--- src/hdl/i2cbe_pkg.sv ---
// Shared types and constants of the I2C master bit engine.
// Has no dependencies; every other file of the block imports it.
`default_nettype none

package i2cbe_pkg;

	// Operation codes of an incoming beat.
	localparam logic [2:0] OP_START = 3'd0;
	localparam logic [2:0] OP_STOP  = 3'd1;
	localparam logic [2:0] OP_WRITE = 3'd2;
	localparam logic [2:0] OP_READ  = 3'd3;
	localparam logic [2:0] OP_TICK  = 3'd4;

	// Sequence kinds as held by the engine.
	localparam logic [1:0] CMD_START = 2'd0;
	localparam logic [1:0] CMD_STOP  = 2'd1;
	localparam logic [1:0] CMD_WRITE = 2'd2;
	localparam logic [1:0] CMD_READ  = 2'd3;

	// Classification made by the front end.
	localparam logic [1:0] KIND_NOP  = 2'd0;
	localparam logic [1:0] KIND_CMD  = 2'd1;
	localparam logic [1:0] KIND_TICK = 2'd2;

	localparam int STEP_W = 5;

	// Step numbers of the start and stop sequences.
	localparam logic [STEP_W-1:0] SS_SCL_LOW = 5'd0;
	localparam logic [STEP_W-1:0] SS_SDA_1ST = 5'd1;
	localparam logic [STEP_W-1:0] SS_SCL_HI  = 5'd2;

	// Step numbers of the write sequence.
	localparam logic [STEP_W-1:0] WR_RELEASE  = 5'd24;
	localparam logic [STEP_W-1:0] WR_SCL_LOW  = 5'd25;
	localparam logic [STEP_W-1:0] WR_SCL_HI   = 5'd26;

	// Step numbers of the read sequence.
	localparam logic [STEP_W-1:0] RD_RELEASE  = 5'd0;
	localparam logic [STEP_W-1:0] RD_FIRST_BIT = 5'd3;
	localparam logic [STEP_W-1:0] RD_CLK_END  = 5'd16;
	localparam logic [STEP_W-1:0] RD_LAST_BIT = 5'd17;
	localparam logic [STEP_W-1:0] RD_ACK_LOW  = 5'd18;
	localparam logic [STEP_W-1:0] RD_ACK_DRV  = 5'd19;

	// Phase of one write bit: SCL low, drive data, SCL high.
	localparam logic [1:0] PH_SCL_LOW = 2'd0;
	localparam logic [1:0] PH_DATA    = 2'd1;
	localparam logic [1:0] PH_SCL_HI  = 2'd2;

	typedef struct packed {
		logic [2:0] op;
		logic [7:0] write_byte;
		logic       send_ack;
		logic       sda_sample;
	} cmd_beat_t;

	typedef struct packed {
		logic       scl_level;
		logic       sda_level;
		logic       sda_released;
		logic       busy_res;
		logic       done_res;
		logic [7:0] rx_byte;
		logic       ack_seen;
		logic       rejected;
	} rsp_beat_t;

	// Classified item passed from front to back.
	typedef struct packed {
		logic [1:0] kind;
		logic [1:0] cmd;
		logic [7:0] write_byte;
		logic       send_ack;
		logic       sda_sample;
	} item_t;

endpackage

`default_nettype wire

--- src/hdl/i2cbe_front.sv ---
// Front end: decodes the operation code of each beat into an item kind.
// Depends on i2cbe_pkg.
`default_nettype none

module i2cbe_front (
	input  wire i2cbe_pkg::cmd_beat_t beat,
	output i2cbe_pkg::item_t          item
);
	import i2cbe_pkg::*;

	always_comb begin
		item.cmd        = beat.op[1:0];
		item.write_byte = beat.write_byte;
		item.send_ack   = beat.send_ack;
		item.sda_sample = beat.sda_sample;
		case (beat.op)
			OP_START, OP_STOP, OP_WRITE, OP_READ: item.kind = KIND_CMD;
			OP_TICK:                              item.kind = KIND_TICK;
			default:                              item.kind = KIND_NOP;
		endcase
	end

endmodule

`default_nettype wire

--- src/hdl/i2cbe_fifo.sv ---
// Two-entry queue of classified items between front and back.
// Depends on i2cbe_pkg.
`default_nettype none

module i2cbe_fifo (
	input  wire                     clk,
	input  wire                     arst_n,
	input  wire                     push,
	input  wire i2cbe_pkg::item_t   push_item,
	output logic                    full,
	input  wire                     pop,
	output logic                    not_empty,
	output i2cbe_pkg::item_t        head
);
	import i2cbe_pkg::*;

	item_t       mem_q [2];
	logic        wptr_q;
	logic        rptr_q;
	logic [1:0]  count_q;

	assign full      = (count_q == 2'd2);
	assign not_empty = (count_q != 2'd0);
	assign head      = mem_q[rptr_q];

	always_ff @(posedge clk) begin
		if (push) begin
			mem_q[wptr_q] <= push_item;
		end
	end

	always_ff @(posedge clk or negedge arst_n) begin
		if (!arst_n) begin
			wptr_q  <= 1'b0;
			rptr_q  <= 1'b0;
			count_q <= 2'd0;
		end else begin
			if (push) begin
				wptr_q <= ~wptr_q;
			end
			if (pop) begin
				rptr_q <= ~rptr_q;
			end
			case ({push, pop})
				2'b10:   count_q <= count_q + 2'd1;
				2'b01:   count_q <= count_q - 2'd1;
				default: count_q <= count_q;
			endcase
		end
	end

endmodule

`default_nettype wire

--- src/hdl/i2cbe_back.sv ---
// Back end: runs the start, stop, write and read pin sequences and holds
// the result register. Depends on i2cbe_pkg.
`default_nettype none

module i2cbe_back (
	input  wire                     clk,
	input  wire                     arst_n,
	input  wire                     item_valid,
	input  wire i2cbe_pkg::item_t   item,
	output logic                    item_pop,
	output logic                    rsp_valid,
	input  wire                     rsp_stall,
	output i2cbe_pkg::rsp_beat_t    rsp_beat
);
	import i2cbe_pkg::*;

	logic              scl_q, sda_q, rel_q, busy_q, ackc_q, ackf_q;
	logic [1:0]        cmd_q, ph_q;
	logic [STEP_W-1:0] step_q;
	logic [7:0]        shift_q, rxb_q;

	logic              scl_d, sda_d, rel_d, busy_d, ackc_d, ackf_d;
	logic [1:0]        cmd_d, ph_d;
	logic [STEP_W-1:0] step_d;
	logic [7:0]        shift_d, rxb_d;
	logic              done, rej, fin;

	logic              rsp_valid_q;
	rsp_beat_t         rsp_q;

	assign item_pop  = item_valid && (!rsp_valid_q || !rsp_stall);
	assign rsp_valid = rsp_valid_q;
	assign rsp_beat  = rsp_q;

	always_comb begin
		scl_d   = scl_q;
		sda_d   = sda_q;
		rel_d   = rel_q;
		busy_d  = busy_q;
		ackc_d  = ackc_q;
		ackf_d  = ackf_q;
		cmd_d   = cmd_q;
		ph_d    = ph_q;
		step_d  = step_q;
		shift_d = shift_q;
		rxb_d   = rxb_q;
		done    = 1'b0;
		rej     = 1'b0;
		fin     = 1'b0;
		case (item.kind)
			KIND_CMD: begin
				if (busy_q) begin
					rej = 1'b1;
				end else begin
					cmd_d  = item.cmd;
					busy_d = 1'b1;
					step_d = '0;
					ph_d   = PH_SCL_LOW;
					if (item.cmd == CMD_WRITE) begin
						shift_d = item.write_byte;
					end else if (item.cmd == CMD_READ) begin
						shift_d = '0;
						ackc_d  = item.send_ack;
					end
				end
			end
			KIND_TICK: begin
				if (busy_q) begin
					case (cmd_q)
						CMD_START, CMD_STOP: begin
							if (step_q == SS_SCL_LOW) begin
								scl_d = 1'b0;
							end else if (step_q == SS_SDA_1ST) begin
								sda_d = (cmd_q == CMD_START);
							end else if (step_q == SS_SCL_HI) begin
								scl_d = 1'b1;
							end else begin
								sda_d = (cmd_q != CMD_START);
								fin   = 1'b1;
							end
						end
						CMD_WRITE: begin
							if (step_q < WR_RELEASE) begin
								// Data bits go out MSB first from the shift register.
								case (ph_q)
									PH_SCL_LOW: scl_d = 1'b0;
									PH_DATA: begin
										sda_d   = shift_q[7];
										shift_d = {shift_q[6:0], 1'b0};
									end
									default: scl_d = 1'b1;
								endcase
								ph_d = (ph_q == PH_SCL_HI) ? PH_SCL_LOW : ph_q + 2'd1;
							end else if (step_q == WR_RELEASE) begin
								rel_d = 1'b1;
							end else if (step_q == WR_SCL_LOW) begin
								scl_d = 1'b0;
							end else if (step_q == WR_SCL_HI) begin
								scl_d = 1'b1;
							end else begin
								ackf_d = ~item.sda_sample;
								rel_d  = 1'b0;
								fin    = 1'b1;
							end
						end
						default: begin
							// The sample taken at the start of a tick that follows SCL high.
							if (step_q >= RD_FIRST_BIT && step_q <= RD_LAST_BIT && step_q[0]) begin
								shift_d = {shift_q[6:0], item.sda_sample};
							end
							if (step_q == RD_RELEASE) begin
								rel_d = 1'b1;
							end else if (step_q <= RD_CLK_END) begin
								scl_d = ~step_q[0];
							end else if (step_q == RD_LAST_BIT) begin
								rel_d = 1'b0;
								rxb_d = shift_d;
							end else if (step_q == RD_ACK_LOW) begin
								scl_d = 1'b0;
							end else if (step_q == RD_ACK_DRV) begin
								sda_d = ~ackc_q;
							end else begin
								scl_d = 1'b1;
								fin   = 1'b1;
							end
						end
					endcase
					if (fin) begin
						busy_d = 1'b0;
						step_d = '0;
						done   = 1'b1;
					end else begin
						step_d = step_q + 1'b1;
					end
				end
			end
			default: begin
			end
		endcase
	end

	always_ff @(posedge clk or negedge arst_n) begin
		if (!arst_n) begin
			scl_q       <= 1'b1;
			sda_q       <= 1'b1;
			rel_q       <= 1'b0;
			busy_q      <= 1'b0;
			ackc_q      <= 1'b0;
			ackf_q      <= 1'b0;
			cmd_q       <= CMD_START;
			ph_q        <= PH_SCL_LOW;
			step_q      <= '0;
			shift_q     <= '0;
			rxb_q       <= '0;
			rsp_valid_q <= 1'b0;
		end else begin
			if (item_pop) begin
				scl_q   <= scl_d;
				sda_q   <= sda_d;
				rel_q   <= rel_d;
				busy_q  <= busy_d;
				ackc_q  <= ackc_d;
				ackf_q  <= ackf_d;
				cmd_q   <= cmd_d;
				ph_q    <= ph_d;
				step_q  <= step_d;
				shift_q <= shift_d;
				rxb_q   <= rxb_d;
				rsp_valid_q <= 1'b1;
			end else if (!rsp_stall) begin
				rsp_valid_q <= 1'b0;
			end
		end
	end

	always_ff @(posedge clk) begin
		if (item_pop) begin
			rsp_q.scl_level    <= scl_d;
			rsp_q.sda_level    <= sda_d;
			rsp_q.sda_released <= rel_d;
			rsp_q.busy_res     <= busy_d;
			rsp_q.done_res     <= done;
			rsp_q.rx_byte      <= rxb_d;
			rsp_q.ack_seen     <= ackf_d;
			rsp_q.rejected     <= rej;
		end
	end

	a_done_ends_busy: assert property (@(posedge clk) disable iff (!arst_n)
		rsp_valid_q && rsp_q.done_res |-> !rsp_q.busy_res)
		else $error("done reported while sequence still busy");

	a_reject_when_busy: assert property (@(posedge clk) disable iff (!arst_n)
		rsp_valid_q && rsp_q.rejected |-> rsp_q.busy_res && !rsp_q.done_res)
		else $error("rejection reported while idle or at sequence end");

	a_idle_step_zero: assert property (@(posedge clk) disable iff (!arst_n)
		!busy_q |-> step_q == '0)
		else $error("step counter not cleared while idle");

	a_hold_on_stall: assert property (@(posedge clk) disable iff (!arst_n)
		rsp_valid_q && rsp_stall |=> !$past(item_pop) || busy_q == $past(busy_q))
		else $error("engine state advanced while result was stalled");

endmodule

`default_nettype wire

--- src/hdl/i2c_master_bit_engine_core.sv ---
// Top level of the I2C master bit engine: front decoder, item queue and
// sequencing back end. Depends on i2cbe_pkg, i2cbe_front, i2cbe_fifo, i2cbe_back.
// A result beat passes through the queue and then the back end's result register;
// an output stall can hold its input beat in the queue between the two.
// Throughput: one beat per cycle while the output is not stalled; each tick performs one pin action of the sequencer.
// On output stall the queue fills up to two entries: one more beat in a steady stream.
// Reset (arst_n low) sets both lines high, driving SDA, idle, queue empty.
`default_nettype none

module i2c_master_bit_engine_core (
	input  wire                       clk,
	input  wire                       arst_n,
	input  wire                       cmd_valid,
	output logic                      cmd_stall,
	input  wire i2cbe_pkg::cmd_beat_t cmd_beat,
	output logic                      rsp_valid,
	input  wire                       rsp_stall,
	output i2cbe_pkg::rsp_beat_t      rsp_beat
);
	import i2cbe_pkg::*;

	item_t dec_item;
	item_t head_item;
	logic  q_full;
	logic  q_not_empty;
	logic  q_pop;
	logic  q_push;

	// The front end classifies every beat in the cycle it arrives; the
	// queue absorbs beats whenever it has room.
	assign cmd_stall = q_full;
	assign q_push    = cmd_valid && !q_full;

	i2cbe_front u_front (
		.beat (cmd_beat),
		.item (dec_item)
	);

	i2cbe_fifo u_fifo (
		.clk       (clk),
		.arst_n    (arst_n),
		.push      (q_push),
		.push_item (dec_item),
		.full      (q_full),
		.pop       (q_pop),
		.not_empty (q_not_empty),
		.head      (head_item)
	);

	// The back end owns all line and sequence state. It takes the queue head
	// whenever its result register is empty or being drained this cycle.
	i2cbe_back u_back (
		.clk        (clk),
		.arst_n     (arst_n),
		.item_valid (q_not_empty),
		.item       (head_item),
		.item_pop   (q_pop),
		.rsp_valid  (rsp_valid),
		.rsp_stall  (rsp_stall),
		.rsp_beat   (rsp_beat)
	);

endmodule

`default_nettype wire

--- config.mk ---
export PLATFORM = sky130hd
export DESIGN_NAME = i2c_master_bit_engine_core
export DESIGN_NICKNAME = d
export VERILOG_FILES = /design/src/hdl/i2cbe_pkg.sv /design/src/hdl/i2cbe_front.sv /design/src/hdl/i2cbe_fifo.sv /design/src/hdl/i2cbe_back.sv /design/src/hdl/i2c_master_bit_engine_core.sv
export SDC_FILE = /design/constraint.sdc
export NUM_CORES = 1
export LEC_CHECK = 0
export BUFFER_PORTS_ARGS = -buffer_cell sky130_fd_sc_hd__buf_2
export CAP_MARGIN = 0
export CORE_MARGIN = 10
export CORE_UTILIZATION = 45
export DETAILED_ROUTE_END_ITERATION = 10
export PLACE_DENSITY = 0.7
export SLEW_MARGIN = 20
export SYNTH_ARGS = -nofsm -noshare
export SYNTH_HDL_FRONTEND = slang
export SYNTH_SLANG_ARGS = --single-unit
--- constraint.sdc ---
create_clock -name clk -period 3.2 [get_ports clk]
set_input_delay 0.16 -clock clk [delete_from_list [all_inputs] [get_ports clk]]
set_output_delay 0.16 -clock clk [all_outputs]
set_load 0.02 [all_outputs]
==> results.md <==
* Status: complete, no violations
* Cell area after synthesis at 3830 sq um
* Worst Setup Path Type: flip-flop to flip-flop
* Input/output buffers at 33
* Setup Viol. Count Final at 0
* # fillers at about 710
* Most used flip-flop cell after synthesis: edfxtp_1
* Gr usage total at 11.7%
* Synthesized net count at between 300 and 400
* Gate power share at between 30% and 40%
* Critical Path RT at between 3 and 4 ns
* Mean Syn Cell Area at about 11 sq um
* Drt via density at around 5.4
* DRC Markers at 0
* ANT cells at 0
* Final Slew Violations at 0
* 1st-iter DRT viols at ~160
* Die H at between 100 and 150 um
* Hold slack final at about 0.025 ns
* Final Cycle Share at a little over four fifths
* Final Instance Count excl. Fillers at 494
* Worst skew pair latency at roughly 0.36 ns
* Post-Synth XOR/XNOR Area at about 1.1%
* Clock Sinks at 79
* Post-DRT Antenna Nets at 0
* Synth Area in Simple Gates at a little over an eighth
* First-pass GRT wire length at 12300 um
* CP Launch Type: flip-flop
* Resized Gates After CTS at 0
* Final Hold Fails at 0
* Routability congestion estimate at 0.895
* Die X-Extent at 112 um
* Largest family of logic cells by synthesized area: compound AO/OA/AOI/OAI gates
* Synth async-reset ratio at a little under half
* DPL Wire Length at about 5100 um
* CTS clk-pin slew, worst paths at 0.09 ns
* Hold Path Class: input port to flip-flop
* Total gr overflow at 0
* Static Leak at 1.83 nW
* Vias at about 2.7k
* Row count at 33
* Ys Warns at 0
* Starting Density at a little under half
* Power per cell area at 863 nW/um^2
* Sw power at 1.45 mW
* H-tree Lvls at 3
* Max cap viols at 0
* Sequential area share after synthesis at approximately 57%
* Io pins at 34
* RSZ-0062 raised after global routing: false
* Crit path DAT at slightly below 3 ns
* Dpl cells at 465
* Synth Area in Compound Gates at between 10% and 20%
* CTS Buf Count at 9
* Highest clock rate at roughly 0.38 GHz
* Cts-stage hold buffer count at 13
* Sequential Power Share at between 40% and 50%
* Crit end category: flip-flop
* Setup TNS at 0 ns
* Die area at 12600 sq um
* Cell variety after synth at between 50 and 60
* Post-layout min period at roughly 2.7 ns
* EDFF count, synth at 43
* Largest net degree at the start of global routing at 37
* Initial antenna violation count at 0
* Area share of fa/ha/maj cells after synthesis at 2.29%
* Root Driver: clkbuf_8
* Skew final at 0.0101 ns
* Yosys reg bits at 79
* DR WL/cell at about 15 um
* Layout cell share with drive strength beyond 1 at around a fifth
* Post-CTS Setup Inserts at 0
* Synth-to-Final Area Change at 15.8%
* Worst-Margin Slew at 0.833 ns
* Max IR drop VDD at roughly 0.52 mV
* Placeable Area at approximately 8300 sq um
* Overall routed net length at approximately 7300 um
* Vias in the first global route at ~2.6k
* Relative slew slack at between 40% and 50%
* Worst-path fanout max at 10
* Pint at about 2.4 mW
* Clock power frac at about a fifth
* Post-synthesis cell count at between 300 and 400
* Nets at 408
* First-pass DRT Iterations at 4
* Clock buffer depth at 2
* Mux cell area share after synthesis at 7.48%
* CTS tree: yes
* Sw Share at roughly 38%
[synthesized netlist by cell type, types with 7 or more instances]
cell,number,area (sq um)
nor2_1,25,93.8
edfxtp_1,43,1290
nor3_1,8,40.0
a31oi_1,7,43.8
o21ai_0,20,100
nand2_1,35,131
mux2i_1,23,230
o21ai_2,8,70.1
inv_1,10,37.5
dfrtp_1,34,851
clkbuf_1,8,30.0
a221o_1,7,70.1
ha_1,7,87.6
nand2b_1,9,56.3
a21oi_1,18,90.1
[final timing paths]
path | startpoint | end | slack (ns) | cells after the start
max | u_back.step_q[1]$_DFFE_PN0P_ | u_back.shift_q[3]$_DFFE_PN0P_ | 0.53 | 7
min reg2reg | u_back.rxb_q[1]$_DFFE_PN0P_ | u_back.rxb_q[1]$_DFFE_PN0P_ | 0.48 | 2
min in group asynchronous | arst_n | u_back.step_q[3]$_DFFE_PN0P_ | 0.44 | 2
min | rsp_stall | u_back.rsp_valid$_DFFE_PN0P_ | 0.02 | 3
max reg2reg | u_back.step_q[1]$_DFFE_PN0P_ | u_back.shift_q[3]$_DFFE_PN0P_ | 0.53 | 7
max in group asynchronous | arst_n | u_back.rxb_q[1]$_DFFE_PN0P_ | 2.24 | 2
[routing by layer]
layer  vias up  global-route usage, %  wire, um
met5         -                      0         0
met4         0                   5.41       122
met3        11                   3.35       363
met2        62                   18.1      3290
met1      1256                   14.9      3490
li1       1336                      -         -
[cell type report]
class / instances / area, sq um / share of cell area, %
well taps: 105 / 131 / 2.96
multi-input cells: 230 / 1520 / 34.2
inverters: 11 / 41.3 / 0.931
clock inverters: 6 / 66.3 / 1.50
repair buffers: 53 / 348 / 7.84
flip-flops and latches: 79 / 2190 / 49.5
clock buffers: 10 / 138 / 3.10
[cells by family after synthesis]
| family | Yosys count |
|---|---|
| flip-flops | 79 |
| buffers and inverters | 27 |
| adder cells (fa/ha/maj) | 7 |
| AO/OA/AOI/OAI | 85 |
| multiplexers | 28 |
| XOR/XNOR | 5 |
| AND/OR/NAND/NOR | 105 |
[through the flow]
step | total power [mW] | setup WS (ns) | utilization [%] | cell area, sq um
4_1_cts | 3.85 | 0.542 | 53.7 | 4440
3_5_place_dp | 3.08 | 0.569 | 49.7 | 4100
2_1_floorplan | 2.69 | 0.310 | - | 3830
6_report | 3.83 | 0.534 | 53.7 | 4440
3_3_place_gp | 3.04 | 0.588 | 49.7 | 4100
5_1_grt | 4.10 | 0.269 | 53.7 | 4440
[critical path, cell delays in order, from the launching register on]
cell	delay [ns]
dfrtp_1	0.43
inv_1	0.11
ha_1	0.32
or3b_1	0.40
a221oi_2	0.36
o21ai_0	0.15
nor3_1	0.57
a221o_1	0.27
[power by group through the flow]
stage                     clock network [mW]  registers [mW]  logic (mW)
after global routing                   0.826            1.68        1.60
after global placement                     0            1.65        1.40
after floorplan                            0            1.67        1.02
final                                  0.761            1.64        1.43
after CTS                              0.776            1.64        1.44
after detailed placement                   0            1.66        1.42
[cell usage in the layout, fill, tap and decap left out, types with 8 or more instances in the layout]
cell           instances
inv_1                 10
dfrtp_1               34
nand2b_1               9
o21ai_0               20
mux2i_1               23
nand2_1               35
clkbuf_8              10
edfxtp_1              43
nor2_1                25
a21oi_1               18
o21ai_2                8
buf_2                 33
nor3_1                 8
dlygate4sd3_1         13
[state kept, by name (all words and copies together), names as in the netlist]
name	flops
u_back.ackc_q	1
u_back.ackf_q	1
u_back.busy_q	1
u_back.cmd_q	2
u_back.ph_q	2
u_back.rel_q	1
u_back.rsp_beat	15
u_back.rsp_valid	1
u_back.rxb_q	8
u_back.scl_q	1
u_back.sda_q	1
u_back.shift_q	8
u_back.step_q	5
u_fifo.count_q	2
u_fifo.mem_q	28
u_fifo.rptr_q	1
u_fifo.wptr_q	1
(Power assumes the default switching activity.)
